==> src/sv/utf8_sv_pkg.sv <==
// ---------------------------------------------------------------------------
// utf8_sv_pkg
// Types and constants of the UTF-8 stream validator.
// ---------------------------------------------------------------------------
package utf8_sv_pkg;

   localparam int COUNT_WIDTH = 25;
   localparam int MAX_BYTES_WIDTH = 24;
   localparam int COMPARE_WIDTH =
      (COUNT_WIDTH > MAX_BYTES_WIDTH) ? COUNT_WIDTH : MAX_BYTES_WIDTH;
   localparam int CODE_WIDTH = 21;

   localparam logic [MAX_BYTES_WIDTH-1:0] MAX_BYTES_RESET = 24'd8388608;

   // Configuration port: one register, byte address 4*index.
   localparam int CSR_ADDR_WIDTH = 3;
   localparam int CSR_DATA_WIDTH = 32;
   localparam logic REG_MAX_DOCUMENT_BYTES = 1'b0;

   typedef enum logic [2:0] {
      ST_OK        = 3'd0,
      ST_NUL       = 3'd1,
      ST_BAD_BYTE  = 3'd2,
      ST_TRUNC     = 3'd3,
      ST_BAD_CP    = 3'd4,
      ST_TOO_LARGE = 3'd5
   } status_type;

   typedef enum logic [1:0] {
      CLASS_NONE  = 2'd0,
      CLASS_TWO   = 2'd1,
      CLASS_THREE = 2'd2,
      CLASS_FOUR  = 2'd3
   } min_class_type;

   typedef struct packed {
      logic [7:0] data_byte;
      logic       last_byte;
   } req_payload_type;

   typedef struct packed {
      status_type status;
      logic       done_res;
   } rsp_payload_type;

   // Per-document decoder state, excluding the byte counter.
   typedef struct packed {
      status_type              error_code;
      logic                    tentative_error;
      logic [1:0]              bytes_still_due;
      logic [CODE_WIDTH-1:0]   code_value;
      min_class_type           minimum_class;
   } doc_state_type;

   function automatic logic [CODE_WIDTH-1:0] class_minimum(min_class_type cls);
      logic [CODE_WIDTH-1:0] result;
      case (cls)
         CLASS_TWO:   result = 21'h00080;
         CLASS_THREE: result = 21'h00800;
         CLASS_FOUR:  result = 21'h10000;
         default:     result = '0;
      endcase
      return result;
   endfunction

endpackage

==> src/sv/utf8_stream_validator_unit.sv <==
// ---------------------------------------------------------------------------
// utf8_stream_validator_unit
// Streaming UTF-8 document checker reporting the first error per document.
// ---------------------------------------------------------------------------
// Usage: documents arrive one byte per transaction on the req_ channel, the
// final byte of each document flagged by last_byte. Every request produces
// exactly one response transaction on the rsp_ channel carrying the status
// so far; the response to the final byte has done_res set and holds the
// verdict for the whole document. Status is sticky per document, and a
// document longer than max_document_bytes reports too-large over any other
// error.
// Each response is registered in the single output register and is valid in
// the cycle after its byte is taken. One byte is taken per cycle while the
// receiver does not stall. The decoder update is one short combinational step.
// When the receiver stalls, the held response stays stable and req_stall is
// raised only while that register is full and stalled, so the block takes a
// new byte in the same cycle a waiting response is taken.
// pready is always high. Reset clears all document state, empties the output
// register and sets max_document_bytes to 8388608. The user must write the
// register on csr_ with no document in flight; the block does not enforce it.
// ---------------------------------------------------------------------------
module utf8_stream_validator_unit (
   input  logic                                   clock,
   input  logic                                   reset,
   // Byte input channel
   input  logic                                   req_valid,
   output logic                                   req_stall,
   input  utf8_sv_pkg::req_payload_type           req_payload,
   // Status output channel
   output logic                                   rsp_valid,
   input  logic                                   rsp_stall,
   output utf8_sv_pkg::rsp_payload_type           rsp_payload,
   // Configuration port
   input  logic                                   csr_psel,
   input  logic                                   csr_penable,
   input  logic                                   csr_pwrite,
   input  logic [utf8_sv_pkg::CSR_ADDR_WIDTH-1:0] csr_paddr,
   input  logic [utf8_sv_pkg::CSR_DATA_WIDTH-1:0] csr_pwdata,
   output logic [utf8_sv_pkg::CSR_DATA_WIDTH-1:0] csr_prdata,
   output logic                                   csr_pready
);

   logic [utf8_sv_pkg::MAX_BYTES_WIDTH-1:0] max_bytes_ff;
   logic [utf8_sv_pkg::MAX_BYTES_WIDTH-1:0] max_bytes_in;
   logic [utf8_sv_pkg::COUNT_WIDTH-1:0]     byte_count_ff;
   logic [utf8_sv_pkg::COUNT_WIDTH-1:0]     byte_count_in;
   logic [utf8_sv_pkg::COUNT_WIDTH-1:0]     count_step;
   utf8_sv_pkg::doc_state_type              doc_state_ff;
   utf8_sv_pkg::doc_state_type              doc_state_in;
   utf8_sv_pkg::doc_state_type              doc_state_step;
   logic                                    rsp_valid_ff;
   logic                                    rsp_valid_in;
   utf8_sv_pkg::rsp_payload_type            rsp_payload_ff;
   utf8_sv_pkg::rsp_payload_type            rsp_payload_in;
   logic                                    req_take;
   logic                                    csr_write;
   logic                                    too_large;

   // The output register frees up in the same cycle its response is taken.
   assign req_stall = rsp_valid_ff & rsp_stall;
   assign req_take  = req_valid & ~req_stall;

   // Configuration access. Register index is the word address.
   assign csr_pready = 1'b1;
   assign csr_write  = csr_psel & csr_penable & csr_pwrite & csr_pready;

   always_comb begin
      csr_prdata = '0;
      if (csr_paddr[2] == utf8_sv_pkg::REG_MAX_DOCUMENT_BYTES) begin
         csr_prdata = utf8_sv_pkg::CSR_DATA_WIDTH'(max_bytes_ff);
      end
   end

   always_comb begin
      max_bytes_in = max_bytes_ff;
      if (csr_write && (csr_paddr[2] == utf8_sv_pkg::REG_MAX_DOCUMENT_BYTES)) begin
         max_bytes_in = csr_pwdata[utf8_sv_pkg::MAX_BYTES_WIDTH-1:0];
      end
   end

   // Saturating document length counter.
   assign count_step = (&byte_count_ff) ? byte_count_ff
                                        : byte_count_ff + utf8_sv_pkg::COUNT_WIDTH'(1);

   utf8_sv_decode u_decode (
      .state_cur (doc_state_ff),
      .data_byte (req_payload.data_byte),
      .last_byte (req_payload.last_byte),
      .state_nxt (doc_state_step)
   );

   // Length check uses the count including the current byte.
   assign too_large = utf8_sv_pkg::COMPARE_WIDTH'(count_step) >
                      utf8_sv_pkg::COMPARE_WIDTH'(max_bytes_ff);

   always_comb begin
      doc_state_in   = doc_state_ff;
      byte_count_in  = byte_count_ff;
      rsp_payload_in = rsp_payload_ff;
      rsp_valid_in   = rsp_valid_ff & rsp_stall;
      if (req_take) begin
         rsp_valid_in            = 1'b1;
         rsp_payload_in.status   = too_large ? utf8_sv_pkg::ST_TOO_LARGE
                                             : doc_state_step.error_code;
         rsp_payload_in.done_res = req_payload.last_byte;
         if (req_payload.last_byte) begin
            // End of document: the next byte opens a fresh one.
            doc_state_in  = '0;
            byte_count_in = '0;
         end else begin
            doc_state_in  = doc_state_step;
            byte_count_in = count_step;
         end
      end
   end

   always_ff @(posedge clock) begin
      if (reset) begin
         max_bytes_ff  <= utf8_sv_pkg::MAX_BYTES_RESET;
         byte_count_ff <= '0;
         doc_state_ff  <= '0;
         rsp_valid_ff  <= 1'b0;
      end else begin
         max_bytes_ff  <= max_bytes_in;
         byte_count_ff <= byte_count_in;
         doc_state_ff  <= doc_state_in;
         rsp_valid_ff  <= rsp_valid_in;
      end
   end

   always_ff @(posedge clock) begin
      rsp_payload_ff <= rsp_payload_in;
   end

   assign rsp_valid   = rsp_valid_ff;
   assign rsp_payload = rsp_payload_ff;

endmodule

==> src/sv/utf8_sv_decode.sv <==
// ---------------------------------------------------------------------------
// utf8_sv_decode
// Next-state logic of the UTF-8 sequence decoder for one byte.
// ---------------------------------------------------------------------------
module utf8_sv_decode (
   input  utf8_sv_pkg::doc_state_type state_cur,
   input  logic [7:0]                 data_byte,
   input  logic                       last_byte,
   output utf8_sv_pkg::doc_state_type state_nxt
);

   logic [utf8_sv_pkg::CODE_WIDTH-1:0] code_cont;
   logic                               tent_cont;
   logic [1:0]                         due_cont;
   logic                               cp_bad;

   assign code_cont = {state_cur.code_value[utf8_sv_pkg::CODE_WIDTH-7:0], data_byte[5:0]};
   assign tent_cont = state_cur.tentative_error | (data_byte[7:6] != 2'b10);
   assign due_cont  = state_cur.bytes_still_due - 2'd1;
   assign cp_bad    = (code_cont < utf8_sv_pkg::class_minimum(state_cur.minimum_class)) ||
                      (code_cont > 21'h10ffff) ||
                      ((code_cont >= 21'h00d800) && (code_cont <= 21'h00dfff));

   always_comb begin
      state_nxt = state_cur;
      if (state_cur.error_code == utf8_sv_pkg::ST_OK) begin
         if (state_cur.bytes_still_due != 2'd0) begin
            // Continuation byte: consumed even when malformed.
            state_nxt.code_value      = code_cont;
            state_nxt.bytes_still_due = due_cont;
            state_nxt.tentative_error = tent_cont;
            if (due_cont == 2'd0) begin
               if (tent_cont) begin
                  state_nxt.error_code = utf8_sv_pkg::ST_BAD_BYTE;
               end else if (cp_bad) begin
                  state_nxt.error_code = utf8_sv_pkg::ST_BAD_CP;
               end
               state_nxt.tentative_error = 1'b0;
            end
         end else begin
            state_nxt.tentative_error = 1'b0;
            if (data_byte == 8'h00) begin
               state_nxt.error_code = utf8_sv_pkg::ST_NUL;
            end else if (data_byte < 8'h80) begin
               // Plain ASCII needs nothing more.
            end else if (data_byte inside {[8'hc2:8'hdf]}) begin
               state_nxt.bytes_still_due = 2'd1;
               state_nxt.code_value      = {16'd0, data_byte[4:0]};
               state_nxt.minimum_class   = utf8_sv_pkg::CLASS_TWO;
            end else if (data_byte inside {[8'he0:8'hef]}) begin
               state_nxt.bytes_still_due = 2'd2;
               state_nxt.code_value      = {17'd0, data_byte[3:0]};
               state_nxt.minimum_class   = utf8_sv_pkg::CLASS_THREE;
            end else if (data_byte inside {[8'hf0:8'hf4]}) begin
               state_nxt.bytes_still_due = 2'd3;
               state_nxt.code_value      = {18'd0, data_byte[2:0]};
               state_nxt.minimum_class   = utf8_sv_pkg::CLASS_FOUR;
            end else begin
               state_nxt.error_code = utf8_sv_pkg::ST_BAD_BYTE;
            end
         end
         // A document that ends mid-sequence is truncated, even over a
         // pending bad continuation.
         if (last_byte && (state_nxt.bytes_still_due != 2'd0) &&
             (state_nxt.error_code == utf8_sv_pkg::ST_OK)) begin
            state_nxt.error_code = utf8_sv_pkg::ST_TRUNC;
         end
      end
   end

endmodule

==> config.mk <==
export PLATFORM = sky130hd
export DESIGN_NAME = utf8_stream_validator_unit
export DESIGN_NICKNAME = d
export VERILOG_FILES = /design/src/sv/utf8_sv_pkg.sv /design/src/sv/utf8_stream_validator_unit.sv /design/src/sv/utf8_sv_decode.sv
export SDC_FILE = /design/constraint.sdc
export NUM_CORES = 1
export LEC_CHECK = 0
export ABC_CLOCK_PERIOD_IN_PS = 4750
export BUFFER_PORTS_ARGS = -buffer_cell sky130_fd_sc_hd__buf_2
export CORE_ASPECT_RATIO = 1.5
export CORE_MARGIN = 5
export CORE_UTILIZATION = 45
export CTS_BUF_LIST = sky130_fd_sc_hd__clkbuf_2
export CTS_CLUSTER_DIAMETER = 40
export DETAILED_ROUTE_END_ITERATION = 8
export PLACE_DENSITY = 0.71
export SLEW_MARGIN = 20
export SYNTH_ARGS = -nofsm -noshare
export SYNTH_HDL_FRONTEND = slang
export SYNTH_HIERARCHICAL = 1
export SYNTH_SLANG_ARGS = --single-unit
==> constraint.sdc <==
create_clock -name clock -period 4.75 [get_ports clock]
set_input_delay 0.475 -clock clock [delete_from_list [all_inputs] [get_ports clock]]
set_output_delay 0.475 -clock clock [all_outputs]
set_load 0.02 [all_outputs]
# Word level (Yosys, flattened, before mapping)

Index checks and enable logic that the tools add are counted.

Flip-flop bits (word level): 77
Bits in latches: 0
RAM bits: 0
ROM bits: 0
Input port bits: 51
Output and inout bits: 39
Logic and storage cells: 86
Memories kept: 0

$add $sub $neg: 2
Multiply operators: 0
Div/mod/pow operators: 0
Magnitude comparators: 12
Eq/ne operators: 9
Shifts and indexed selects: 0
Mux-type cells: 24
Bitwise logic cells: 7
Reductions and logical operators: 22

Operator list:

| cell                  | number |
|---|---|
| $mux 25               | 7 |
| $mux 29               | 2 |
| $mux 27               | 2 |
| $pmux 17 s3           | 1 |
| $add 25x1->25 const B | 1 |
| $gt 25x24->1          | 1 |
| $reduce_and 25->1     | 1 |
| $ge 8x8->1 const B    | 3 |
| $le 8x8->1 const B    | 3 |
| $mux 24               | 1 |
| $mux 3                | 8 |
| $ge 21x16->1 const B  | 1 |
| $gt 21x21->1 const B  | 1 |
| $le 21x16->1 const B  | 1 |
| $lt 21x17->1          | 1 |
| $logic_not 8->1       | 1 |
| $lt 8x8->1 const B    | 1 |
| $ne 2x2->1 const B    | 4 |
| $logic_and 1x1->1     | 7 |
| $logic_not 3->1       | 2 |
| $ne 3x2->1 const B    | 2 |
| $reduce_and 6->1      | 1 |
| $reduce_bool 2->1     | 3 |
| $reduce_and 5->1      | 1 |
| 14 further kinds      | 20 |

# Logic depth before layout (Yosys ltp)

Depth in word-level cells: 16
Gate-level depth with buffers: 15
Mapped depth without buffers: 14

# Cells and area by module

Netlist, hierarchy kept.

Modules (own cells, without submodules):

| module                     | times used | cells an instance | area each (um2) | sequential area each (um2) |
|---|---|---|---|---|
| utf8_stream_validator_unit | 1          | 565               | 4495.6          | 1701.6 |
| utf8_sv_decode             | 1          | 105               | 709.4           | 0.0 |

# Worst setup path before layout

Ideal clock, no wire load.

Path kind: register to register
From: reg byte_count_ff[0] (netlist name)
To: reg rsp_payload_ff (netlist bit rsp_payload[3]), data pin
Setup time: 0.262 ns
Data arrival time: 3.127 ns
Required time: 4.488 ns
Path slack: 1.361 ns
Cell stages (with the launch flop): 14
Buffers on the path: 1
Period minus slack after synthesis: 3.389 ns
Path through: dfxtp_1 ha_1 and3_4 and3_4 buf_6 and3_4 or3_4 xnor2_1 ha_1 and4_1 a221o_1 a221oi_1 a32oi_1 or2_2

Word-level cells in the longest chain between the ends: 3
Elaborated cells on any way between the ends: 4
Classes of those cells: add/sub (1); order compare (1); mux (1); reduce/logical (1)

RTL lines:

| element                                            | line                                                               | text |
|---|---|---|
| start, declared                                    | utf8_stream_validator_unit.sv:45                                   | `logic [utf8_sv_pkg::COUNT_WIDTH-1:0] byte_count_ff;` |
| start signal, assigned                             | utf8_stream_validator_unit.sv:125                                  | `byte_count_ff <= byte_count_in;` |
| $add 25x1->25 or $reduce_and 25->1 (tied branches) | utf8_stream_validator_unit.sv:83, utf8_stream_validator_unit.sv:82 |  |
| $mux 25 (*)                                        | utf8_stream_validator_unit.sv:82                                   | `assign count_step = (&byte_count_ff) ? byte_count_ff` |
| $gt 25x24->1 (*)                                   | utf8_stream_validator_unit.sv:93                                   | `assign too_large = utf8_sv_pkg::COMPARE_WIDTH'(count_step) >` |
| end signal, assigned                               | utf8_stream_validator_unit.sv:132                                  | `rsp_payload_ff <= rsp_payload_in;` |
| end, declared                                      | utf8_stream_validator_unit.sv:53                                   | `utf8_sv_pkg::rsp_payload_type rsp_payload_ff;` |

Mark *: on every way between the ends. The rest lies on a longest branch, timed or not.
A chain may end at the register's enable or synchronous reset.

# Final worst setup path

From: reg byte_count_ff[0] (netlist name)
To: reg rsp_payload_ff (netlist bit rsp_payload[1]), data pin

Same word-level chain as after synthesis.

==> results.py <==
metrics = {
    "clock_tree": {
        "cts_tree": "done",
        "cts_buffers": 9,
        "clk_pin_slew_ns": 0.20,
        "cts_sinks": 77,
        "clockRootBuffer": "clkbuf_2",
        "h-tree-depth": 3,
        "postCtsSetupBuffers": 0,
        "worstSkewPairLatency_ns": 0.55,
        "postCtsResizedCells": 0,
        "cts_max_path_buffers": 2,
        "hold_buffers": 0,
    },
    "final_layout": {
        "fillers": 1055,
        "final_common_cell": "nand2_1",
        "areaGrowthSynthToFinish_pct": 7.99,
        "n_antenna_cell": 0,
        "layout_common_cells": "99 x nand2_1, 73 x dfxtp_1, 70 x buf_2",
        "finish.instance_area_um2": 5330,
        "nets": 754,
        "drive_gt1_share_pct": 15.9,
        "fin_util_pct": 50.0,
    },
    "sta": {
        "skew_ns": 0.0308,
        "fmax_mhz": 254,
        "final.setup.tns_ns": 0,
        "slew_violations": 0,
        "period_share_pct": 83.0,
        "setup_viol": 0,
        "worstMarginPinSlew_ns": 0.997,
        "period_minus_slack_ns": 3.94,
        "rsz0062_at_grt": "false",
        "relSlewSlack_pct": 33.2,
        "hold_viol": 0,
    },
    "synthesis": {
        "syn_area_um2": 4930,
        "synth-warning-count": 6,
        "syn_inst": 640,
        "avgSynthCellArea_um2": 7.71,
    },
    "floorplan": {
        "start_util_pct": 46.3,
        "core_um2": 10600,
        "die-area_um2": 13200,
        "die_w_um": 95.5,
        "row_count": 46,
        "ios": 90,
        "dieHeight_um": 138,
    },
    "route": {
        "wire_per_inst_um": 14.9,
        "routed_via_density": 5.62,
        "drtAntennaViolNets": 0,
        "drtIter0Drc": 249,
        "dr.pass1.iters": 8,
        "post-route-drc-count": 0,
        "vias": 4640,
        "routed_wl_mm": 12.3,
    },
    "global_routing": {
        "grt_pass1_vias": 4498,
        "grt.overflow.total": 0,
        "grt_pass1_wl_mm": 20.3,
        "antenna_found_initial": 0,
        "grt_max_degree": 38,
        "grt_usage_pct": 18.7,
    },
    "setup_path": {
        "path_max_fanout": 10,
        "crit_chain": "ha_1 -> and3_4 -> and3_4 -> a21boi_0 -> buf_4 -> nand3_1 -> xnor2_1 -> ha_1 -> and4_1 -> nand4_1 -> or3_1 -> mux2i_1 -> a32oi_1 -> or2_2",
        "cpPeakStageDelay_ns": 0.45,
        "critPathKind": "reg2reg",
        "cp-end-kind": "register",
        "required_ns": 5.08,
        "cp-startpoint": "byte_count_ff[0]$_SDFFE_PP0P_",
        "crit_path_start_kind": "register",
        "crit_buf_inv": 1,
        "cpLargestDelayFamily": "simple AND/OR/NAND/NOR gates",
        "critPathArrivalTime_ns": 4.28,
        "worst-r2r-setup-slack_ns": 0.81,
        "cp_slowest_cell": "dfxtp_1",
        "r2r-start": "byte_count_ff[0]$_SDFFE_PP0P_",
    },
    "power_and_ir_drop": {
        "p_switching_uw": 331,
        "worst_ir_drop_vdd_mv": 0.119,
        "power.internal_uw": 793,
        "seqPwrFrac_pct": 59.6,
        "combPwrFrac_pct": 14.0,
        "p_total_uw": 1120,
        "pwr_density_cell_nw_per_um2": 211,
        "total_leakage_power_uw": 0.00211,
        "clockPowerShare_pct": 26.3,
        "p_sw_share_pct": 29.5,
    },
    "place": {
        "place_area_um2": 5250,
        "gp_congestion": 0.893,
        "dpl.hpwl_mm": 9.10,
        "portBuffers": 70,
    },
    "flow_run": {
        "maxCapViolCount": 0,
    },
    "worst_hold_path": {
        "hp-start": "req_valid",
        "hold_path.class": "in2reg",
    },
    "status": {
        "outcome": "completed",
    },
}
[flip-flops by register name, indices dropped and copies added (netlist names)]
signal,cells
max_bytes_ff,24
doc_state_ff,23
byte_count_ff,25
rsp_payload,4
rsp_valid,1
[layer usage]
| metal | part of all wire (%) | GRT usage (%) | up-vias | routed length (um) |
|---|---|---|---|---|
| met5 | 0 | 0 | - | 0 |
| met1 | 41 | 20.5 | 2185 | 5030 |
| met3 | 4.2 | 1.95 | 23 | 520 |
| met2 | 52 | 34.9 | 112 | 6390 |
| li1 | - | - | 2320 | - |
| met4 | 2.6 | 8.40 | 0 | 321 |
[worst register-to-register path, stage by stage (launching register included)]
cell and delay (ns):
dfxtp_1 0.45, ha_1 0.23, and3_4 0.20, and3_4 0.24, a21boi_0 0.31, buf_4 0.24, nand3_1 0.13, xnor2_1 0.17
ha_1 0.30, and4_1 0.26, nand4_1 0.19, or3_1 0.43, mux2i_1 0.14, a32oi_1 0.14, or2_2 0.32
[cell type report]
class / count / area [um2] / area share (%)
multi-input combinational: 480 / 2980 / 55.8
sequential: 77 / 1580 / 29.7
timing repair buffer: 75 / 388 / 7.28
tap: 144 / 180 / 3.38
inverter: 33 / 124 / 2.33
clock buffer: 13 / 65.1 / 1.22
clock inverter: 3 / 13.8 / 0.258
[path summary, 6_finish.rpt]
check / to / cells after the start
hold / removal: rsp_valid$_SDFF_PP0_ / 2
setup / recovery: rsp_payload[1]$_SDFFCE_PN1P_ / 14
hold reg to reg: max_bytes_ff[9]$_SDFFE_PP0P_ / 2
setup reg to reg: rsp_payload[1]$_SDFFCE_PN1P_ / 14
[power by group through the flow]
| stage | clock (uW) | sequential (uW) | combinational [uW] |
|---|---|---|---|
| finish | 296 | 670 | 158 |
| global route | 332 | 672 | 174 |
| CTS | 308 | 671 | 158 |
| detailed placement | 0 | 684 | 157 |
| global placement | 0 | 683 | 152 |
| floorplan | 0 | 685 | 112 |
[metrics by stage]
stage	hold slack [ns]	worst slack, ns	instances
final	0.133	0.806	825
after global routing	0.100	0.552	825
after CTS	0.101	0.802	825
after detailed placement	0.446	0.825	809
after global placement	0.442	0.939	809
after floorplan	0.431	1.36	647
No activity file was read; power rests on OpenSTA's default activity.
